===== src/rtl/core/amd_pkg.sv =====
package amd_pkg;

    // Calibration length is 2^CAL_LOG2 samples (range 0..10).
    localparam int CAL_LOG2 = 6;

    localparam int AXIS_W  = 16;
    localparam int SUM_W   = 27;
    localparam int COUNT_W = 11;
    localparam int MAG_W   = 32;
    localparam int SQ_W    = 31;
    localparam int THR_W   = 15;
    localparam int THR_SQ_W = 2 * THR_W;

    localparam logic [COUNT_W-1:0] CAL_TARGET = COUNT_W'(1 << CAL_LOG2);

    // Configuration port
    localparam int CFG_IDX_W  = 1;
    localparam int CFG_DATA_W = 15;

    localparam logic [CFG_IDX_W-1:0] CFG_THRESHOLD = 1'b0;
    localparam logic [CFG_IDX_W-1:0] CFG_WINDOW    = 1'b1;

    localparam int THRESHOLD_RESET = 1000;
    localparam logic [THR_SQ_W-1:0] THR_SQ_RESET =
        THR_SQ_W'(THRESHOLD_RESET * THRESHOLD_RESET);
    localparam logic [COUNT_W-1:0] WINDOW_RESET = COUNT_W'(16);

    // Largest possible squared magnitude: three axes at full scale
    localparam logic [MAG_W-1:0] MAG_MAX = 32'd3221225472;

    typedef enum logic {
        CMD_CAL    = 1'b0,
        CMD_DETECT = 1'b1
    } t_cmd;

    typedef enum logic {
        KIND_CAL    = 1'b0,
        KIND_WINDOW = 1'b1
    } t_kind;

    // Offset-corrected sample and its squared magnitude
    typedef struct packed {
        logic signed [AXIS_W-1:0] cx;
        logic signed [AXIS_W-1:0] cy;
        logic signed [AXIS_W-1:0] cz;
        logic        [MAG_W-1:0]  mag;
    } t_det;

endpackage


===== src/rtl/core/amd_correct.sv =====
module amd_correct (
    input  logic signed [amd_pkg::AXIS_W-1:0] i_ax,
    input  logic signed [amd_pkg::AXIS_W-1:0] i_ay,
    input  logic signed [amd_pkg::AXIS_W-1:0] i_az,
    input  logic signed [amd_pkg::AXIS_W-1:0] i_off_x,
    input  logic signed [amd_pkg::AXIS_W-1:0] i_off_y,
    input  logic signed [amd_pkg::AXIS_W-1:0] i_off_z,
    output amd_pkg::t_det                     o_det
);
    import amd_pkg::*;

    function automatic logic signed [AXIS_W-1:0] sub_sat(
        input logic signed [AXIS_W-1:0] a,
        input logic signed [AXIS_W-1:0] b
    );
        logic signed [AXIS_W:0] d;
        d = {a[AXIS_W-1], a} - {b[AXIS_W-1], b};
        // Clip to signed 16 bits when the two top bits disagree
        if (d[AXIS_W] != d[AXIS_W-1]) begin
            sub_sat = d[AXIS_W] ? {1'b1, {(AXIS_W-1){1'b0}}} : {1'b0, {(AXIS_W-1){1'b1}}};
        end else begin
            sub_sat = d[AXIS_W-1:0];
        end
    endfunction

    function automatic logic [SQ_W-1:0] square(input logic signed [AXIS_W-1:0] v);
        logic signed [2*AXIS_W-1:0] p;
        p = v * v;
        square = p[SQ_W-1:0];
    endfunction

    logic signed [AXIS_W-1:0] w_cx, w_cy, w_cz;

    assign w_cx = sub_sat(i_ax, i_off_x);
    assign w_cy = sub_sat(i_ay, i_off_y);
    assign w_cz = sub_sat(i_az, i_off_z);

    assign o_det.cx  = w_cx;
    assign o_det.cy  = w_cy;
    assign o_det.cz  = w_cz;
    assign o_det.mag = MAG_W'(square(w_cx)) + MAG_W'(square(w_cy)) + MAG_W'(square(w_cz));

endmodule


===== src/rtl/core/accel_motion_detector.sv =====
// An accepted item is held in the input register, then its result in the result register
// (the processing stage between them is combinational).
// Throughput: one item per cycle; a stalled result holds back only items that produce one.
// Reset (synchronous, active low): clears offsets, sums, counters, window peak and valids,
// and loads threshold 1000 and window length 16. No clearing pass is needed.
module accel_motion_detector (
    input  logic                               i_clk,
    input  logic                               i_rst_n,
    // configuration write port
    input  logic                               i_cfg_we,
    input  logic [amd_pkg::CFG_IDX_W-1:0]      i_cfg_index,
    input  logic [amd_pkg::CFG_DATA_W-1:0]     i_cfg_data,
    // sample channel
    input  logic                               i_in_valid,
    output logic                               o_in_ready,
    input  logic                               i_command,
    input  logic signed [amd_pkg::AXIS_W-1:0]  i_accel_x,
    input  logic signed [amd_pkg::AXIS_W-1:0]  i_accel_y,
    input  logic signed [amd_pkg::AXIS_W-1:0]  i_accel_z,
    // result channel
    output logic                               o_out_valid,
    input  logic                               i_out_ready,
    output logic                               o_result_kind,
    output logic                               o_active,
    output logic signed [amd_pkg::AXIS_W-1:0]  o_out_x,
    output logic signed [amd_pkg::AXIS_W-1:0]  o_out_y,
    output logic signed [amd_pkg::AXIS_W-1:0]  o_out_z,
    output logic [amd_pkg::MAG_W-1:0]          o_peak_mag_sq
);
    import amd_pkg::*;

    // Configuration: keep threshold already squared, computed at write time
    logic [THR_SQ_W-1:0]          r_thr_sq;
    logic [COUNT_W-1:0]           r_win_len;

    // Input register
    logic                         r_in_valid;
    t_cmd                         r_cmd;
    logic signed [AXIS_W-1:0]     r_ax, r_ay, r_az;

    // Block state
    logic signed [AXIS_W-1:0]     r_off_x, r_off_y, r_off_z;
    logic signed [SUM_W-1:0]      r_sum_x, r_sum_y, r_sum_z;
    logic [COUNT_W-1:0]           r_cal_count;
    logic [COUNT_W-1:0]           r_win_count;
    logic signed [AXIS_W-1:0]     r_best_x, r_best_y, r_best_z;
    logic [MAG_W-1:0]             r_best_mag;

    // Result register
    logic                         r_out_valid;
    t_kind                        r_out_kind;
    logic                         r_out_active;
    logic signed [AXIS_W-1:0]     r_out_x, r_out_y, r_out_z;
    logic [MAG_W-1:0]             r_out_mag;

    // Processing stage
    t_det                         w_det;
    logic                         w_is_det;
    logic [COUNT_W-1:0]           n_cal_count, n_win_count, w_len;
    logic                         w_cal_done, w_win_done, w_res, w_fire;
    logic signed [SUM_W-1:0]      n_sum_x, n_sum_y, n_sum_z;
    logic signed [SUM_W-1:0]      w_shr_x, w_shr_y, w_shr_z;
    logic                         w_better, w_active;
    logic signed [AXIS_W-1:0]     w_pk_x, w_pk_y, w_pk_z;
    logic [MAG_W-1:0]             w_pk_mag;

    amd_correct u_correct (
        .i_ax    (r_ax),
        .i_ay    (r_ay),
        .i_az    (r_az),
        .i_off_x (r_off_x),
        .i_off_y (r_off_y),
        .i_off_z (r_off_z),
        .o_det   (w_det)
    );

    assign w_is_det    = (r_cmd == CMD_DETECT);

    // Window and calibration progress; a zero window length acts as one
    assign n_cal_count = r_cal_count + COUNT_W'(1);
    assign n_win_count = r_win_count + COUNT_W'(1);
    assign w_len       = (r_win_len == '0) ? COUNT_W'(1) : r_win_len;
    assign w_cal_done  = (n_cal_count >= CAL_TARGET);
    assign w_win_done  = (n_win_count >= w_len);
    assign w_res       = w_is_det ? w_win_done : w_cal_done;

    // Advance the held item unless it makes a result and the result slot stays full
    assign w_fire      = r_in_valid && (!w_res || !r_out_valid || i_out_ready);
    assign o_in_ready  = !r_in_valid || w_fire;

    // Calibration: raw sums, floor mean by arithmetic shift
    assign n_sum_x = r_sum_x + SUM_W'(r_ax);
    assign n_sum_y = r_sum_y + SUM_W'(r_ay);
    assign n_sum_z = r_sum_z + SUM_W'(r_az);
    assign w_shr_x = n_sum_x >>> CAL_LOG2;
    assign w_shr_y = n_sum_y >>> CAL_LOG2;
    assign w_shr_z = n_sum_z >>> CAL_LOG2;

    // Peak tracking: only a strictly larger magnitude replaces the held one
    assign w_better = (w_det.mag > r_best_mag);
    assign w_pk_x   = w_better ? w_det.cx  : r_best_x;
    assign w_pk_y   = w_better ? w_det.cy  : r_best_y;
    assign w_pk_z   = w_better ? w_det.cz  : r_best_z;
    assign w_pk_mag = w_better ? w_det.mag : r_best_mag;
    // The new peak is the max of the two, so compare both against the limit in parallel
    assign w_active = (r_best_mag > MAG_W'(r_thr_sq)) || (w_det.mag > MAG_W'(r_thr_sq));

    // Configuration writes
    always_ff @(posedge i_clk) begin
        if (!i_rst_n) begin
            r_thr_sq  <= THR_SQ_RESET;
            r_win_len <= WINDOW_RESET;
        end else if (i_cfg_we) begin
            unique case (i_cfg_index)
                CFG_THRESHOLD: r_thr_sq  <= {{THR_W{1'b0}}, i_cfg_data[THR_W-1:0]}
                                          * {{THR_W{1'b0}}, i_cfg_data[THR_W-1:0]};
                CFG_WINDOW:    r_win_len <= i_cfg_data[COUNT_W-1:0];
                default: ;
            endcase
        end
    end

    // Input register: hold the item until the processing stage takes it
    always_ff @(posedge i_clk) begin
        if (!i_rst_n) begin
            r_in_valid <= 1'b0;
        end else if (o_in_ready) begin
            r_in_valid <= i_in_valid;
        end
    end

    always_ff @(posedge i_clk) begin
        if (o_in_ready && i_in_valid) begin
            r_cmd <= t_cmd'(i_command);
            r_ax  <= i_accel_x;
            r_ay  <= i_accel_y;
            r_az  <= i_accel_z;
        end
    end

    // Calibration and window state
    always_ff @(posedge i_clk) begin
        if (!i_rst_n) begin
            r_off_x     <= '0;
            r_off_y     <= '0;
            r_off_z     <= '0;
            r_sum_x     <= '0;
            r_sum_y     <= '0;
            r_sum_z     <= '0;
            r_cal_count <= '0;
            r_win_count <= '0;
            r_best_x    <= '0;
            r_best_y    <= '0;
            r_best_z    <= '0;
            r_best_mag  <= '0;
        end else if (w_fire) begin
            if (w_is_det) begin
                if (w_win_done) begin
                    // Window closes: start the next one empty
                    r_best_x    <= '0;
                    r_best_y    <= '0;
                    r_best_z    <= '0;
                    r_best_mag  <= '0;
                    r_win_count <= '0;
                end else begin
                    r_best_x    <= w_pk_x;
                    r_best_y    <= w_pk_y;
                    r_best_z    <= w_pk_z;
                    r_best_mag  <= w_pk_mag;
                    r_win_count <= n_win_count;
                end
            end else begin
                if (w_cal_done) begin
                    // Latch the new offsets and drop the sums
                    r_off_x     <= w_shr_x[AXIS_W-1:0];
                    r_off_y     <= w_shr_y[AXIS_W-1:0];
                    r_off_z     <= w_shr_z[AXIS_W-1:0];
                    r_sum_x     <= '0;
                    r_sum_y     <= '0;
                    r_sum_z     <= '0;
                    r_cal_count <= '0;
                end else begin
                    r_sum_x     <= n_sum_x;
                    r_sum_y     <= n_sum_y;
                    r_sum_z     <= n_sum_z;
                    r_cal_count <= n_cal_count;
                end
            end
        end
    end

    // Result register: load on a result, drop once the item is taken
    always_ff @(posedge i_clk) begin
        if (!i_rst_n) begin
            r_out_valid <= 1'b0;
        end else if (w_fire && w_res) begin
            r_out_valid <= 1'b1;
        end else if (i_out_ready) begin
            r_out_valid <= 1'b0;
        end
    end

    always_ff @(posedge i_clk) begin
        if (w_fire && w_res) begin
            if (w_is_det) begin
                r_out_kind   <= KIND_WINDOW;
                r_out_active <= w_active;
                r_out_x      <= w_pk_x;
                r_out_y      <= w_pk_y;
                r_out_z      <= w_pk_z;
                r_out_mag    <= w_pk_mag;
            end else begin
                r_out_kind   <= KIND_CAL;
                r_out_active <= 1'b0;
                r_out_x      <= w_shr_x[AXIS_W-1:0];
                r_out_y      <= w_shr_y[AXIS_W-1:0];
                r_out_z      <= w_shr_z[AXIS_W-1:0];
                r_out_mag    <= '0;
            end
        end
    end

    assign o_out_valid   = r_out_valid;
    assign o_result_kind = r_out_kind;
    assign o_active      = r_out_active;
    assign o_out_x       = r_out_x;
    assign o_out_y       = r_out_y;
    assign o_out_z       = r_out_z;
    assign o_peak_mag_sq = r_out_mag;

endmodule


===== config.mk =====
export PLATFORM = sky130hd
export DESIGN_NAME = accel_motion_detector
export DESIGN_NICKNAME = d
export VERILOG_FILES = /design/src/rtl/core/amd_pkg.sv /design/src/rtl/core/amd_correct.sv /design/src/rtl/core/accel_motion_detector.sv
export SDC_FILE = /design/constraint.sdc
export NUM_CORES = 2
export LEC_CHECK = 0
export BUFFER_PORTS_ARGS = -buffer_cell sky130_fd_sc_hd__buf_2
export CORE_MARGIN = 2
export CORE_UTILIZATION = 55
export DETAILED_ROUTE_END_ITERATION = 10
export PLACE_DENSITY = 0.75
export RECOVER_POWER = 100
export SETUP_SLACK_MARGIN = 0.02
export SLEW_MARGIN = 20
export SYNTH_ARGS = -nofsm -noshare
export SYNTH_HDL_FRONTEND = slang
export SYNTH_SLANG_ARGS = --single-unit

===== constraint.sdc =====
create_clock -name i_clk -period 16.6 [get_ports i_clk]
set_input_delay 4.15 -clock i_clk [delete_from_list [all_inputs] [get_ports i_clk]]
set_output_delay 4.15 -clock i_clk [all_outputs]
set_load 0.02 [all_outputs]

==> flow_metrics.env <==
export IMPL_status="finished with violations"
export IMPL_violations="max-capacitance violations, max-slew violations"
export IMPL_synth_simple_area_share=0.129
export IMPL_slowest_delay_ns=0.60
export IMPL_antenna_found_initial=6
export IMPL_n_fill_cell=8924
export IMPL_num_rows=117
export IMPL_crit_family="adder cells"
export IMPL_synth_edff_count=131
export IMPL_synth_compound_area_share=0.121
export IMPL_wl_um=160000
export IMPL_overflow=0
export IMPL_portBuffers=153
export IMPL_finalCritPeriodShare=0.947
export IMPL_numCtsBuffers=48
export IMPL_dpl_hpwl_um=130000
export IMPL_cts_repair_resize_count=0
export IMPL_arrival_ns=16.26
export IMPL_fmaxAchievable_mhz=63.6
export IMPL_synth_cell_type_count=91
export IMPL_finalHoldViolations=0
export IMPL_synthMuxAreaShare=0.0104
export IMPL_track_usage=0.307
export IMPL_die_area_mm2=0.106
export IMPL_fin_worst_skew_ns=0.0362
export IMPL_synth_xor_area_frac=0.0411
export IMPL_path_depth=59
export IMPL_async_flop_share=0
export IMPL_grt_pass1_vias=45851
export IMPL_synthFlopType="dfxtp_1"
export IMPL_hold_buffers=0
export IMPL_first_iter_violations=3970
export IMPL_syn_area_per_cell_um2=8.96
export IMPL_cp_slowest_cell="or4_1"
export IMPL_cts_root_buf="clkbuf_16"
export IMPL_viasPerCell=5.67
export IMPL_cpMostUsedCell="fa_1"
export IMPL_drv_cap=8
export IMPL_drive_gt1_frac=0.0439
export IMPL_worstHoldPathCells=2
export IMPL_place_ws_ns=0.790
export IMPL_initial_core_util=0.556
export IMPL_mostFrequentLayoutCell="inv_1"
export IMPL_drt_pass1_iter_count=6
export IMPL_ant_nets=0
export IMPL_tightest_slew_ns=4.14
export IMPL_grt_setup_unrepaired="false"
export IMPL_syn_inst=6332
export IMPL_grt_pass1_wl_um=254000
export IMPL_fin_crit_ns=15.72
export IMPL_post_cts_buffers=0
export IMPL_max_slew_margin=-1.76
export IMPL_vias=44404
export IMPL_critPathLaunchType="flip-flop"
export IMPL_layout_common_cells="inv_1, fa_1, nand2_1, ha_1, nor2_1"
export IMPL_synth_fa_ha_area_frac=0.435
export IMPL_cts_tree="yes"
export IMPL_ys_seq_area_frac=0.160
export IMPL_reg2regPathDepth=59
export IMPL_clkSinkCount=389
export IMPL_area_growth_pct=6.71
export IMPL_synth_warnings=0
export IMPL_synth_top_family_by_area="adder cells"
export IMPL_final_net_count=7946
export IMPL_place_inst=7746
export IMPL_finalWeightedCongestion=0.990
export IMPL_setup_violations_final=0
export IMPL_syn_nets=7850
export IMPL_crit_path_max_fanout=66
export IMPL_clk_latency_ns=0.64
export IMPL_path_class="reg2reg"
export IMPL_io_pins=154
export IMPL_min_path_type="reg2reg"
export IMPL_cp_num_buf_inv=11
export IMPL_core_area_mm2=0.102
export IMPL_fin_cells=7836
export IMPL_die_h_um=325
export IMPL_drc=0
export IMPL_synth_seq_cells=389
export IMPL_wire_per_inst_um=20.4
export IMPL_cts_path_max_buffers=3
export IMPL_synth_area_mm2=0.0568
export IMPL_crit_required_ns=17.15
export IMPL_grt_max_degree=127
export IMPL_path_clk_slew_ns=0.06
export IMPL_tns_ns=0
export IMPL_htree_levels=2
export IMPL_setup_worst_path_end_class="flip-flop"
export IMPL_drv_slew=333
export IMPL_die_x_um=325
export IMPL_fin_ws_ns=0.884
-- cell usage after synthesis (125+ instances only) --
cell type  count  share of area
nor2_1       347          0.023
xnor2_1      161          0.025
fa_1         869           0.31
nor2b_1      131          0.014
inv_1       1359          0.090
edfxtp_1     131          0.069
ha_1         579           0.13
o21ai_0      173          0.015
dfxtp_1      258          0.091
nand2_1      611          0.040
clkbuf_1     125         0.0083
a21oi_1      310          0.027
-- path summary, 6_finish.rpt --
kind	end	slack, ns	start
worst max register to register	r_best_mag[18]	0.88	r_ay[1]
worst min register to register	r_thr_sq[25]	0.45	r_thr_sq[25]
worst min-delay path	r_thr_sq[25]	0.45	r_thr_sq[25]
worst max-delay path	r_best_mag[18]	0.88	r_ay[1]
-- flip-flops by register name (all words and copies together), names as in the netlist, 16 cells and up --
signal	count
o_out_y	16
r_ax	16
r_sum_x	22
r_best_z	16
r_off_y	16
r_off_x	16
r_best_y	16
r_thr_sq	29
r_off_z	16
r_sum_z	22
r_sum_y	22
o_out_x	16
o_peak_mag_sq	32
r_az	16
r_best_mag	32
r_best_x	16
o_out_z	16
r_ay	16
-- metrics by stage --
| step | hold WS, ns | util | instance area, µm² |
|---|---|---|---|
| after floorplan | 0.424 | - | 56800 |
| after CTS | 0.456 | 0.595 | 60700 |
| after global placement | 0.437 | 0.579 | 59100 |
| after global routing | 0.472 | 0.593 | 60600 |
| final | 0.453 | 0.594 | 60600 |
| after detailed placement | 0.437 | 0.580 | 59100 |
-- kinds of logic (layout without fill, tap and decap cells) --
family	after synthesis	in the layout
compound gates	1050	1050
xor+xnor	266	266
fa+ha+maj	1452	1452
buf+inv	1547	1680
flops	389	389
mux	58	58
other cells	0	3
simple gates	1570	1570
-- layer usage --
metal / global-route usage / wire length, µm / vias to the layer above
li1: - / - / 20366
met1: 0.410 / 66100 / 21958
met2: 0.494 / 73400 / 1726
met3: 0.0609 / 13300 / 348
met4: 0.113 / 6860 / 6
met5: 0 / 33 / -
-- area by class of cell --
class / count / area (µm²) / share of cell area
diodes: 3 / 7.51 / 0.000124
well taps: 1368 / 1710 / 0.0283
repair buffers: 221 / 1160 / 0.0192
clock inverters: 17 / 165 / 0.00273
multi-input cells: 4396 / 41900 / 0.691
inverters: 1372 / 5150 / 0.0851
clock buffers: 70 / 1410 / 0.0232
flip-flops and latches: 389 / 9100 / 0.150
-- tightest hold or removal path: stages (launching register included) --
cell	delay (ns)
dfxtp_1	0.31
nand2_1	0.05
a21oi_1	0.05
Power is left out: the tool's default activity adds up to more than one toggle a clock period on the data nets, which glitch-free logic cannot reach.
